File: src/hdl/aob_pkg.sv
// Types, constants and the divide-by-255 helper for the alpha_over_blend block.
package aob_pkg;

   localparam int ChanN     = 3;   // colour channels per pixel
   localparam int PixW      = 8;
   localparam int ProdW     = 16;  // 8 x 8 product
   localparam int WideW     = 24;  // 8 x 16 product
   localparam int NumW      = 17;  // blend numerator
   localparam int QuoW      = 9;   // quotient before wrap to 8 bits
   localparam int QStepN    = 3;   // quotient bits per divider stage
   localparam int PipeDepth = 7;

   localparam logic [PixW-1:0] FullScale = 8'd255;
   localparam logic [WideW-1:0] RoundHalf = 24'd127;

   // ceil(2^32 / 255): exact floor(y / 255) for any y below 2^24
   localparam logic [24:0] Div255Recip = 25'd16843010;
   localparam int          Div255Shift = 32;

   typedef logic [PixW-1:0]  pix_type;
   typedef logic [ProdW-1:0] prod_type;
   typedef logic [WideW-1:0] wide_type;
   typedef logic [NumW-1:0]  num_type;
   typedef logic [QuoW-1:0]  quo_type;
   typedef logic [QStepN-1:0] qstep_type;

   typedef pix_type   [ChanN-1:0] chan_pix_type;
   typedef prod_type  [ChanN-1:0] chan_prod_type;
   typedef wide_type  [ChanN-1:0] chan_wide_type;
   typedef num_type   [ChanN-1:0] chan_num_type;
   typedef quo_type   [ChanN-1:0] chan_quo_type;
   typedef qstep_type [ChanN-1:0] chan_qstep_type;

   // round(x / 255) as (x + 127) / 255, via reciprocal multiply
   function automatic prod_type div255_round(input wide_type x);
      wide_type    y;
      logic [48:0] p;
      y = x + RoundHalf;
      p = 49'(y) * 49'(Div255Recip);
      return p[Div255Shift +: ProdW];
   endfunction

endpackage

File: src/hdl/aob_if.sv
// Pixel request and blend response channel interfaces.
interface aob_req_if;
   logic              valid;
   logic              ready;
   aob_pkg::pix_type  src_c0;
   aob_pkg::pix_type  src_c1;
   aob_pkg::pix_type  src_c2;
   aob_pkg::pix_type  src_alpha;
   aob_pkg::pix_type  dst_c0;
   aob_pkg::pix_type  dst_c1;
   aob_pkg::pix_type  dst_c2;
   aob_pkg::pix_type  dst_alpha;

   modport source (output valid, output src_c0, output src_c1, output src_c2,
                   output src_alpha, output dst_c0, output dst_c1, output dst_c2,
                   output dst_alpha, input ready);
   modport sink   (input valid, input src_c0, input src_c1, input src_c2,
                   input src_alpha, input dst_c0, input dst_c1, input dst_c2,
                   input dst_alpha, output ready);
endinterface

interface aob_rsp_if;
   logic              valid;
   logic              ready;
   aob_pkg::pix_type  out_c0;
   aob_pkg::pix_type  out_c1;
   aob_pkg::pix_type  out_c2;
   aob_pkg::pix_type  out_alpha;

   modport source (output valid, output out_c0, output out_c1, output out_c2,
                   output out_alpha, input ready);
   modport sink   (input valid, input out_c0, input out_c1, input out_c2,
                   input out_alpha, output ready);
endinterface

File: src/hdl/aob_div_step.sv
// One divider stage: three restoring quotient bits for each colour channel.
module aob_div_step (
   input  aob_pkg::chan_num_type   rem_in,
   input  aob_pkg::num_type        div_lo,
   output aob_pkg::chan_num_type   rem_out,
   output aob_pkg::chan_qstep_type quo
);

   always_comb begin
      aob_pkg::num_type r;
      aob_pkg::num_type t;
      for (int ch = 0; ch < aob_pkg::ChanN; ch++) begin
         r = rem_in[ch];
         for (int j = aob_pkg::QStepN - 1; j >= 0; j--) begin
            t = div_lo << j;
            if (r >= t) begin
               r          = r - t;
               quo[ch][j] = 1'b1;
            end else begin
               quo[ch][j] = 1'b0;
            end
         end
         rem_out[ch] = r;
      end
   end

endmodule

File: src/hdl/alpha_over_blend.sv
// alpha_over_blend: straight-alpha 8-bit source-over pixel compositor.
//
// Channels: req_px (sink) carries one source and one destination pixel per
// transfer; rsp_px (source) carries the blended pixel. Both use valid/ready,
// a transfer happens on a rising clock edge with valid and ready high.
// Every request transfer gives exactly one response transfer, in order.
//
// Throughput: one pixel per clock while rsp_px.ready is high. The block has
// seven register stages (two multiply stages, the divide-by-255 rounding
// stage, the numerator sum, and three divider stages of three quotient bits
// each, the last feeding the output register).
//
// Stalls: each stage holds its item until the stage after it frees up, so
// bubbles collapse and req_px.ready only drops once every stage is full and
// rsp_px.ready is low. Nothing is lost or repeated while stalled.
// Reset (synchronous, active high) empties the pipeline; rsp_px.valid is low
// in the cycle after reset.
//
// Transparent source (or zero result alpha): destination passes unchanged.
module alpha_over_blend (
   input  logic      clock,
   input  logic      reset,
   aob_req_if.sink   req_px,
   aob_rsp_if.source rsp_px
);

   localparam int Depth = aob_pkg::PipeDepth;

   // stage occupancy and back-pressure chain
   logic [Depth:1]   vld_ff;
   logic [Depth+1:1] stg_rdy;

   always_comb begin
      stg_rdy[Depth+1] = rsp_px.ready;
      for (int i = Depth; i >= 1; i--) begin
         stg_rdy[i] = !vld_ff[i] || stg_rdy[i+1];
      end
   end

   assign req_px.ready = stg_rdy[1];

   always_ff @(posedge clock) begin
      if (reset) begin
         vld_ff <= '0;
      end else begin
         if (stg_rdy[1]) begin
            vld_ff[1] <= req_px.valid;
         end
         for (int i = 2; i <= Depth; i++) begin
            if (stg_rdy[i]) begin
               vld_ff[i] <= vld_ff[i-1];
            end
         end
      end
   end

   // ---------------------------------------------------------------
   // stage 1: inverse source alpha, da*(255-sa) and s*sa
   // ---------------------------------------------------------------
   aob_pkg::chan_pix_type  req_s;
   aob_pkg::chan_pix_type  req_d;
   aob_pkg::pix_type       s1_inv;

   assign req_s  = {req_px.src_c2, req_px.src_c1, req_px.src_c0};
   assign req_d  = {req_px.dst_c2, req_px.dst_c1, req_px.dst_c0};
   assign s1_inv = aob_pkg::FullScale - req_px.src_alpha;

   aob_pkg::prod_type      s1_x_ff;
   aob_pkg::chan_prod_type s1_ss_ff;
   aob_pkg::chan_pix_type  s1_d_ff;
   aob_pkg::pix_type       s1_sa_ff;
   aob_pkg::pix_type       s1_da_ff;

   always_ff @(posedge clock) begin
      if (stg_rdy[1]) begin
         s1_x_ff <= aob_pkg::prod_type'(req_px.dst_alpha) * aob_pkg::prod_type'(s1_inv);
         for (int ch = 0; ch < aob_pkg::ChanN; ch++) begin
            s1_ss_ff[ch] <= aob_pkg::prod_type'(req_s[ch])
                          * aob_pkg::prod_type'(req_px.src_alpha);
         end
         s1_d_ff  <= req_d;
         s1_sa_ff <= req_px.src_alpha;
         s1_da_ff <= req_px.dst_alpha;
      end
   end

   // ---------------------------------------------------------------
   // stage 2: rounded alpha term, d*da*(255-sa)
   // ---------------------------------------------------------------
   aob_pkg::prod_type      s2_qa_full;
   assign s2_qa_full = aob_pkg::div255_round(aob_pkg::wide_type'(s1_x_ff));

   aob_pkg::pix_type       s2_qa_ff;
   aob_pkg::chan_wide_type s2_pd_ff;
   aob_pkg::chan_prod_type s2_ss_ff;
   aob_pkg::chan_pix_type  s2_d_ff;
   aob_pkg::pix_type       s2_sa_ff;
   aob_pkg::pix_type       s2_da_ff;

   always_ff @(posedge clock) begin
      if (stg_rdy[2]) begin
         s2_qa_ff <= s2_qa_full[aob_pkg::PixW-1:0];   // never above 255
         for (int ch = 0; ch < aob_pkg::ChanN; ch++) begin
            s2_pd_ff[ch] <= aob_pkg::wide_type'(s1_d_ff[ch])
                          * aob_pkg::wide_type'(s1_x_ff);
         end
         s2_ss_ff <= s1_ss_ff;
         s2_d_ff  <= s1_d_ff;
         s2_sa_ff <= s1_sa_ff;
         s2_da_ff <= s1_da_ff;
      end
   end

   // ---------------------------------------------------------------
   // stage 3: output alpha, rounded destination colour terms
   // ---------------------------------------------------------------
   aob_pkg::pix_type       s3_oa_ff;
   aob_pkg::chan_prod_type s3_qd_ff;
   aob_pkg::chan_prod_type s3_ss_ff;
   logic                   s3_pass_ff;
   aob_pkg::chan_pix_type  s3_d_ff;
   aob_pkg::pix_type       s3_da_ff;

   always_ff @(posedge clock) begin
      if (stg_rdy[3]) begin
         s3_oa_ff <= s2_sa_ff + s2_qa_ff;             // bounded by 255
         for (int ch = 0; ch < aob_pkg::ChanN; ch++) begin
            s3_qd_ff[ch] <= aob_pkg::div255_round(s2_pd_ff[ch]);
         end
         s3_ss_ff   <= s2_ss_ff;
         s3_pass_ff <= (s2_sa_ff == '0);
         s3_d_ff    <= s2_d_ff;
         s3_da_ff   <= s2_da_ff;
      end
   end

   // ---------------------------------------------------------------
   // stage 4: numerator with half-divisor rounding
   // ---------------------------------------------------------------
   aob_pkg::chan_num_type  s4_num_ff;
   aob_pkg::pix_type       s4_oa_ff;
   logic                   s4_pass_ff;
   aob_pkg::chan_pix_type  s4_d_ff;
   aob_pkg::pix_type       s4_da_ff;

   always_ff @(posedge clock) begin
      if (stg_rdy[4]) begin
         for (int ch = 0; ch < aob_pkg::ChanN; ch++) begin
            s4_num_ff[ch] <= aob_pkg::num_type'(s3_ss_ff[ch])
                           + aob_pkg::num_type'(s3_qd_ff[ch])
                           + aob_pkg::num_type'(s3_oa_ff >> 1);
         end
         s4_oa_ff   <= s3_oa_ff;
         s4_pass_ff <= s3_pass_ff || (s3_oa_ff == '0);
         s4_d_ff    <= s3_d_ff;
         s4_da_ff   <= s3_da_ff;
      end
   end

   // ---------------------------------------------------------------
   // stages 5..7: restoring divide by oa, quotient bits 8..6, 5..3, 2..0
   // quotient stays below 512, so the top step starts at oa << 8
   // ---------------------------------------------------------------
   aob_pkg::chan_num_type   d5_rem;
   aob_pkg::chan_qstep_type d5_quo;
   aob_pkg::chan_num_type   d6_rem;
   aob_pkg::chan_qstep_type d6_quo;
   aob_pkg::chan_num_type   d7_rem;
   aob_pkg::chan_qstep_type d7_quo;

   aob_pkg::chan_num_type  s5_rem_ff;
   aob_pkg::chan_quo_type  s5_quo_ff;
   aob_pkg::pix_type       s5_oa_ff;
   logic                   s5_pass_ff;
   aob_pkg::chan_pix_type  s5_d_ff;
   aob_pkg::pix_type       s5_da_ff;

   aob_pkg::chan_num_type  s6_rem_ff;
   aob_pkg::chan_quo_type  s6_quo_ff;
   aob_pkg::pix_type       s6_oa_ff;
   logic                   s6_pass_ff;
   aob_pkg::chan_pix_type  s6_d_ff;
   aob_pkg::pix_type       s6_da_ff;

   aob_div_step u_div5 (
      .rem_in  (s4_num_ff),
      .div_lo  (aob_pkg::num_type'(s4_oa_ff) << (2 * aob_pkg::QStepN)),
      .rem_out (d5_rem),
      .quo     (d5_quo)
   );

   aob_div_step u_div6 (
      .rem_in  (s5_rem_ff),
      .div_lo  (aob_pkg::num_type'(s5_oa_ff) << aob_pkg::QStepN),
      .rem_out (d6_rem),
      .quo     (d6_quo)
   );

   aob_div_step u_div7 (
      .rem_in  (s6_rem_ff),
      .div_lo  (aob_pkg::num_type'(s6_oa_ff)),
      .rem_out (d7_rem),
      .quo     (d7_quo)
   );

   always_ff @(posedge clock) begin
      if (stg_rdy[5]) begin
         s5_rem_ff <= d5_rem;
         for (int ch = 0; ch < aob_pkg::ChanN; ch++) begin
            s5_quo_ff[ch] <= aob_pkg::quo_type'(d5_quo[ch]) << (2 * aob_pkg::QStepN);
         end
         s5_oa_ff   <= s4_oa_ff;
         s5_pass_ff <= s4_pass_ff;
         s5_d_ff    <= s4_d_ff;
         s5_da_ff   <= s4_da_ff;
      end
   end

   always_ff @(posedge clock) begin
      if (stg_rdy[6]) begin
         s6_rem_ff <= d6_rem;
         for (int ch = 0; ch < aob_pkg::ChanN; ch++) begin
            s6_quo_ff[ch] <= s5_quo_ff[ch]
                           | (aob_pkg::quo_type'(d6_quo[ch]) << aob_pkg::QStepN);
         end
         s6_oa_ff   <= s5_oa_ff;
         s6_pass_ff <= s5_pass_ff;
         s6_d_ff    <= s5_d_ff;
         s6_da_ff   <= s5_da_ff;
      end
   end

   // final quotient bits, 8-bit wrap and passthrough select
   aob_pkg::chan_quo_type  s7_quo;
   always_comb begin
      for (int ch = 0; ch < aob_pkg::ChanN; ch++) begin
         s7_quo[ch] = s6_quo_ff[ch] | aob_pkg::quo_type'(d7_quo[ch]);
      end
   end

   // d7_rem is the final remainder: only the quotient is wanted
   aob_pkg::chan_num_type  s7_rem_unused;
   assign s7_rem_unused = d7_rem;

   aob_pkg::chan_pix_type  s7_c_ff;
   aob_pkg::pix_type       s7_alpha_ff;

   always_ff @(posedge clock) begin
      if (stg_rdy[7]) begin
         for (int ch = 0; ch < aob_pkg::ChanN; ch++) begin
            s7_c_ff[ch] <= s6_pass_ff ? s6_d_ff[ch] : s7_quo[ch][aob_pkg::PixW-1:0];
         end
         s7_alpha_ff <= s6_pass_ff ? s6_da_ff : s6_oa_ff;
      end
   end

   assign rsp_px.valid     = vld_ff[Depth];
   assign rsp_px.out_c0    = s7_c_ff[0];
   assign rsp_px.out_c1    = s7_c_ff[1];
   assign rsp_px.out_c2    = s7_c_ff[2];
   assign rsp_px.out_alpha = s7_alpha_ff;

endmodule

File: src/flat_wrapper.sv
// flat-port wrapper written by rule: the top's interface ports become plain ports
module alpha_over_blend_flat 
  (clock, reset, req_px_valid, req_px_src_c0, req_px_src_c1, req_px_src_c2, req_px_src_alpha, req_px_dst_c0, req_px_dst_c1, req_px_dst_c2, req_px_dst_alpha, req_px_ready, rsp_px_valid, rsp_px_out_c0, rsp_px_out_c1, rsp_px_out_c2, rsp_px_out_alpha, rsp_px_ready);
  aob_req_if req_px_i ();
  aob_rsp_if rsp_px_i ();
  input  logic clock;
  input  logic reset;
  input wire logic [$bits(req_px_i.valid)-1:0] req_px_valid;
  input wire logic [$bits(req_px_i.src_c0)-1:0] req_px_src_c0;
  input wire logic [$bits(req_px_i.src_c1)-1:0] req_px_src_c1;
  input wire logic [$bits(req_px_i.src_c2)-1:0] req_px_src_c2;
  input wire logic [$bits(req_px_i.src_alpha)-1:0] req_px_src_alpha;
  input wire logic [$bits(req_px_i.dst_c0)-1:0] req_px_dst_c0;
  input wire logic [$bits(req_px_i.dst_c1)-1:0] req_px_dst_c1;
  input wire logic [$bits(req_px_i.dst_c2)-1:0] req_px_dst_c2;
  input wire logic [$bits(req_px_i.dst_alpha)-1:0] req_px_dst_alpha;
  output wire logic [$bits(req_px_i.ready)-1:0] req_px_ready;
  output wire logic [$bits(rsp_px_i.valid)-1:0] rsp_px_valid;
  output wire logic [$bits(rsp_px_i.out_c0)-1:0] rsp_px_out_c0;
  output wire logic [$bits(rsp_px_i.out_c1)-1:0] rsp_px_out_c1;
  output wire logic [$bits(rsp_px_i.out_c2)-1:0] rsp_px_out_c2;
  output wire logic [$bits(rsp_px_i.out_alpha)-1:0] rsp_px_out_alpha;
  input wire logic [$bits(rsp_px_i.ready)-1:0] rsp_px_ready;
  assign req_px_i.valid = req_px_valid;
  assign req_px_i.src_c0 = req_px_src_c0;
  assign req_px_i.src_c1 = req_px_src_c1;
  assign req_px_i.src_c2 = req_px_src_c2;
  assign req_px_i.src_alpha = req_px_src_alpha;
  assign req_px_i.dst_c0 = req_px_dst_c0;
  assign req_px_i.dst_c1 = req_px_dst_c1;
  assign req_px_i.dst_c2 = req_px_dst_c2;
  assign req_px_i.dst_alpha = req_px_dst_alpha;
  assign req_px_ready = req_px_i.ready;
  assign rsp_px_valid = rsp_px_i.valid;
  assign rsp_px_out_c0 = rsp_px_i.out_c0;
  assign rsp_px_out_c1 = rsp_px_i.out_c1;
  assign rsp_px_out_c2 = rsp_px_i.out_c2;
  assign rsp_px_out_alpha = rsp_px_i.out_alpha;
  assign rsp_px_i.ready = rsp_px_ready;
  alpha_over_blend u_core (.clock(clock), .reset(reset), .req_px(req_px_i), .rsp_px(rsp_px_i));
endmodule
File: config.mk
export PLATFORM = sky130hd
export DESIGN_NAME = alpha_over_blend_flat
export DESIGN_NICKNAME = d
export VERILOG_FILES = /design/src/hdl/aob_pkg.sv /design/src/hdl/aob_if.sv /design/src/hdl/aob_div_step.sv /design/src/hdl/alpha_over_blend.sv /design/src/flat_wrapper.sv
export SDC_FILE = /design/constraint.sdc
export NUM_CORES = 2
export LEC_CHECK = 0
export ABC_AREA = 1
export BUFFER_PORTS_ARGS = -buffer_cell sky130_fd_sc_hd__buf_2
export CAP_MARGIN = 20
export CORE_MARGIN = 8
export CORE_UTILIZATION = 58
export CTS_CLUSTER_DIAMETER = 50
export CTS_CLUSTER_SIZE = 30
export DETAILED_ROUTE_END_ITERATION = 7
export PLACE_DENSITY = 0.85
export SKIP_LAST_GASP = 1
export SYNTH_ARGS = -nofsm -noshare
export SYNTH_HDL_FRONTEND = slang
export SYNTH_SLANG_ARGS = --single-unit
File: constraint.sdc
create_clock -name clock -period 55.1 [get_ports clock]
set_clock_uncertainty 0.15 [all_clocks]
set_input_delay 11.02 -clock clock [delete_from_list [all_inputs] [get_ports clock]]
set_output_delay 11.02 -clock clock [all_outputs]
set_load 0.03 [all_outputs]
; ---- After elaboration in Yosys (flattened, before gate mapping)
; Cells that the tools add are included.
[word_totals]
reg_bits = 754
inputBits = 68
out_inout_bits = 34
word_cells = 226
[classes]
n_addsub = 36
multipliers = 11
magnitude_cmp = 27
mux = 52
bitwise = 6
reduce_logical = 17
[ops]
columns = operator, count
row1 = 2-to-1 mux 17 bit, 24
row2 = "multiplier 24 x 24 -> 47 bit, second input constant", 3
row3 = "adder 24 x 7 -> 24 bit, second input constant", 3
row4 = multiplier 8 x 16 -> 24 bit, 3
row5 = multiplier 8 x 8 -> 16 bit, 4
row6 = adder 16 x 16 -> 17 bit, 3
row7 = adder 17 x 7 -> 17 bit, 3
row8 = greater-or-equal comparator 17 x 10 -> 1 bit, 3
row9 = greater-or-equal comparator 17 x 11 -> 1 bit, 3
row10 = greater-or-equal comparator 17 x 12 -> 1 bit, 3
row11 = greater-or-equal comparator 17 x 13 -> 1 bit, 3
row12 = greater-or-equal comparator 17 x 14 -> 1 bit, 3
row13 = greater-or-equal comparator 17 x 15 -> 1 bit, 3
row14 = greater-or-equal comparator 17 x 16 -> 1 bit, 3
row15 = greater-or-equal comparator 17 x 8 -> 1 bit, 3
row16 = greater-or-equal comparator 17 x 9 -> 1 bit, 3
row17 = subtractor 17 x 10 -> 17 bit, 3
row18 = subtractor 17 x 11 -> 17 bit, 3
row19 = subtractor 17 x 12 -> 17 bit, 3
row20 = subtractor 17 x 13 -> 17 bit, 3
row21 = subtractor 17 x 14 -> 17 bit, 3
row22 = subtractor 17 x 15 -> 17 bit, 3
row23 = subtractor 17 x 16 -> 17 bit, 3
row24 = subtractor 17 x 9 -> 17 bit, 3
row25 = other kinds (11), 55

; ---- Logic depth before layout (Yosys ltp)
[depth]
depth_word = 8
mapped_depth = 44
ltp_nobuf = 42

; ---- Modules after synthesis
; From an unflattened synthesis, not the netlist that was laid out.
[hier_totals]
cells_unflattened = 11943
area_unflattened_um2 = 93315.7
[by_module_without_submodules]
columns = module, n_inst, cells_per_inst, area_per_inst_um2, seq_area_each_um2
row1 = alpha_over_blend, 1, 6181, 62132.1, 22301.4
row2 = aob_div_step at u_core.u_div5 ..., 2, 1925, 10393.7, 0.0
row3 = aob_div_step at u_core.u_div7, 1, 1912, 10396.2, 0.0

; ---- Least setup slack after synthesis
; OpenSTA, ideal clock, no wires.
[synth_path]
path_kind = input to output
start = input port rsp_px_ready
end = output port req_px_ready
t_arrival_ns = 23.510
t_required_ns = 43.930
slack_ns = 20.420
stages = 12
path_buffers = 0
path_cell_list = nor2_1 -> inv_1 -> nor2_1 -> inv_1 -> nor2_1 -> inv_1 -> nor2_1 -> inv_1 -> nor2_1 -> inv_1 -> nor2_1 -> nand2_1
[synth_via]
elab_chain_cells = 7
[synth_rtl]
columns = item, line_no
row1 = from (decl), flat_wrapper.sv:23  ; input wire logic [$bits(rsp_px_i.ready)-1:0] rsp_px_ready;
row2 = logical OR 1 bit, alpha_over_blend.sv:36  ; stg_rdy[i] = !vld_ff[i] || stg_rdy[i+1];
row3 = "via u_core.stg_rdy, one bit", alpha_over_blend.sv:31  ; logic [Depth+1:1] stg_rdy;
row4 = logical OR 1 bit, alpha_over_blend.sv:36
row5 = "via u_core.stg_rdy, one bit", alpha_over_blend.sv:31
row6 = logical OR 1 bit, alpha_over_blend.sv:36
row7 = "via u_core.stg_rdy, one bit", alpha_over_blend.sv:31
row8 = logical OR 1 bit, alpha_over_blend.sv:36
row9 = "via u_core.stg_rdy, one bit", alpha_over_blend.sv:31
row10 = logical OR 1 bit, alpha_over_blend.sv:36
row11 = "via u_core.stg_rdy, one bit", alpha_over_blend.sv:31
row12 = logical OR 1 bit (2 in a row), alpha_over_blend.sv:36
row13 = to (decl), flat_wrapper.sv:17  ; output wire logic [$bits(req_px_i.ready)-1:0] req_px_ready;
; The timed path passes the listed nets, and every way through them passes these cells.

; ---- Final worst setup path
; Same ends and word-level chain as after synthesis.

==> results by group <==
Critical path
  • Critical path's most frequent cell: nor2_1
  • Crit path buf inv count: 8
  • Worst setup EP type: output port
  • Arrival @ worst endpoint: 14.85 ns
  • Worst path depth: 15
  • CP Max Fanout: 84
  • Worst R2R Start: u_core.s5_oa_ff[1]
  • CP required: 43.93 ns
  • Kind of critical path: in2out
  • Worst Setup EP: req_px_ready
  • CP cell instances: buf_2, nor2_1, inv_1, buf_4, nor2_1, inv_4, nor2_1, inv_4, nor2_1, inv_4, nor2_1, inv_6, nor2_1, nand2_4, buf_2
  • Worst Setup Start Kind: input port
  • Crit path from: rsp_px_ready
  • Worst r2r dst: u_core.s6_rem_ff[4]
  • Crit path max-delay cell type: inv_6
  • R2r worst-path depth: 33
  • Worst path max stage delay: 0.57 ns
  • Top delay family on crit path: buffers and inverters
  • Flop2flop setup slack: 47.09 ns

Floorplanning
  • Initial Util: 0.582
  • Cell row count: 132
  • Chip Height: 376 µm
  • Num ports: 102
  • DIE AREA: 0.141 mm²
  • Overall die width: 376 µm
  • Core area: 0.129 mm²

Layout
  • Fillers: 10100
  • Share of cells above drive strength 1: 0.0416
  • Multi-input gate area: 0.0462 mm²
  • Register area: 0.0223 mm²
  • Area growth syn-to-layout: 7.00%
  • Fin nets: 10300

STA
  • Max-slew headroom: 0.246
  • Fin crit share: 0.472
  • Period minus WS final: 26.02 ns
  • Hold Vio Cnt, Final: 0
  • Actual slew at the worst max-slew pin: 1.10 ns
  • Fmax: 38.4 MHz
  • Final setup vio count: 0
  • RSZ-0062 raised after global routing: no
  • Pins over their slew limit: 0
  • Setup TNS: 0 ns

Clocking
  • CTS Hold Bufs: 0
  • # clock sinks: 745
  • CTS clk-pin slew, worst paths: 0.10 ns
  • Postcts setup bufs: 0
  • CTS resizes: 0
  • CTS tree: yes
  • Clock Path Buffers: 3
  • H-tree levels: 3
  • CTS buffer count: 76
  • Clk_lat worst skew: 0.70 ns
  • Root buf cell: clkbuf_16

Synthesis
  • Main combinational cell family by area after synthesis: adder cells
  • Post-Synth XOR/XNOR Area: 0.0496
  • Adder-cell share of the synthesized area: 0.326
  • Compound-cell area share of the yosys netlist: 0.0725
  • Synth Instances: 8553
  • Synthesized cell area: 0.0751 mm²
  • Post-synth top flop: edfxtp_1
  • Syn_nets: 10300
  • Post-synth EDFFs: 738
  • Mux share of post-synthesis cell area: 0.000300
  • Number of synthesized register bits: 745
  • Yosys cell types: 64
  • Avg Synthesized Cell Area: 8.78 µm²
  • Post-synth ARST share: 0
  • Synth warn: 0
  • Simple-gate portion of the synthesized area: 0.167
  • Sequential fraction of the synthesis area: 0.297

Detailed routing
  • Iteration count of the initial detailed-routing pass: 7
  • Initial DRC count: 4590
  • DRC violation count after routing: 0
  • Via count: 59100
  • Wire per inst: 18.2 µm
  • Routed wire length: 190000 µm
  • Final ANT Viol Nets: 0
  • Drt via density: 5.69

Global routing
  • Antenna violations before repair: 7
  • Number of global-route vias before repair: 60700
  • Largest net degree at the start of global routing: 90
  • First-pass GRT wire length: 301000 µm
  • GRT Total Usage: 0.262
  • Gr ovfl total: 0

Hold path
  • Hold Path Class: reg2reg

Flow run
  • Max_cap viols: 0

Run status
  • Status: finished clean

Place
  • Buffers added on ports: 101
  • RD Place Congestion: 0.941
  • Hpwl dp: 148000 µm
-- logic make-up after synthesis --
family | Yosys count
buffers and inverters | 1732
xor gates and xnor gates | 425
DFF | 745
muxes | 2
and+or+nand+nor | 3001
AOI/OAI and AO/OA | 989
adders and majority gates | 1659
-- flip-flops by register name, indices dropped and copies added, names as in the netlist, 48 cells and up --
register          cells
u_core.s1_ss_ff      48
u_core.s3_ss_ff      48
u_core.s3_qd_ff      48
u_core.s5_rem_ff     51
u_core.s6_rem_ff     51
u_core.s4_num_ff     51
u_core.s2_ss_ff      48
u_core.s2_pd_ff      72
-- metal layers --
metal	wire length [µm]	vias up	GRT usage
li1	-	28000	-
met1	72200	28000	0.307
met2	92400	2422	0.459
met3	13200	652	0.0405
met4	11600	4	0.149
met5	28	-	0
-- synth_stat cells, types with 4 or more instances --
master     count  area, µm²
clkbuf_2      11       55.1
a31oi_1       38        238
ha_1        1163      14600
o21ai_0      300       1500
edfxtp_1     738      22200
a21o_1        37        278
buf_1          9       33.8
or2_2         13       81.3
a21oi_1      474       2370
o2111ai_1      5       43.8
xnor2_1      148       1300
a21boi_0       9       67.6
inv_1       1531       5750
clkbuf_1     152        571
o21bai_1      30        225
dfxtp_1        7        140
buf_2          9       45.0
inv_2          9       33.8
fa_1         496       9930
buf_6          4       45.0
xor2_1       277       2430
nand2_2       11       68.8
nand3_1      324       1620
nand4_1      122        763
nand2_4        5       56.3
and3_1         4       25.0
nor3_1        79        395
o221ai_1      13        114
nor2_2         9       56.3
nand2_1     1863       6990
o21a_1        15        113
nor4_1        18        113
nand3_2        9       90.1
and2_1         8       50.1
o21ai_1       18       90.1
a211oi_1      14        105
nor2_1       498       1870
o211ai_1      11       82.6
buf_4          4       30.0
o31ai_1        9       67.6
nand3b_1      23        173
-- layout by cell type (no fill, tap or decap), drive strengths merged, types with 38 or more instances in the layout --
master  instances
nor2          511
a21oi         474
nor3           81
fa            496
nand3         334
xnor2         148
o21ai         320
nand4         122
ha           1163
nand2        1879
edfxtp        738
buf           142
clkbuf         78
a31oi          38
xor2          277
inv          1572
-- layout make-up --
class,count,area share
Clock buffer,78,0.0238
Inverter,1543,0.0723
Antenna cell,3,0.0000935
Clock inverter,64,0.0135
Sequential cell,745,0.278
Multi-Input combinational cell,6076,0.575
Timing Repair Buffer,142,0.0104
Tap cell,1742,0.0271
-- metrics by stage --
| stage | cells | util | setup WS, ns | area (µm²) | hold slack, ns |
|---|---|---|---|---|---|
| global placement | 10200 | 0.599 | 29.06 | 77300 | 0.251 |
| detailed placement | 10200 | 0.599 | 29.01 | 77300 | 0.255 |
| global route | 10400 | 0.623 | 28.75 | 80300 | 0.248 |
| floorplan | 8553 | - | 20.42 | 75100 | 0.250 |
| CTS | 10400 | 0.622 | 28.98 | 80300 | 0.237 |
| finish | 10400 | 0.623 | 29.08 | 80300 | 0.242 |
-- worst register-to-register path, delay by kind of cell (launching register included) --
kind / cells / cell delay [ns]
simple gates: 20 / 3.16
compound gates: 7 / 1.49
fa+ha+maj: 3 / 1.50
flops: 1 / 0.63
buf+inv: 3 / 0.87
-- worst min-delay path by stage --
stage,start,endpoint,depth (start not counted)
3_3_place_gp,u_core.s1_sa_ff[3],u_core.s2_sa_ff[3],0
5_1_grt,u_core.s1_ss_ff[26],u_core.s2_ss_ff[26],0
6_report,u_core.s1_ss_ff[26],u_core.s2_ss_ff[26],0
2_1_floorplan,u_core.s1_da_ff[0],u_core.s2_da_ff[0],0
4_1_cts,u_core.s1_ss_ff[26],u_core.s2_ss_ff[26],0
3_5_place_dp,u_core.s1_ss_ff[14],u_core.s2_ss_ff[14],0
Power is not shown: default switching activity piles up to over one toggle a cycle in this logic, so the estimate is an artifact.
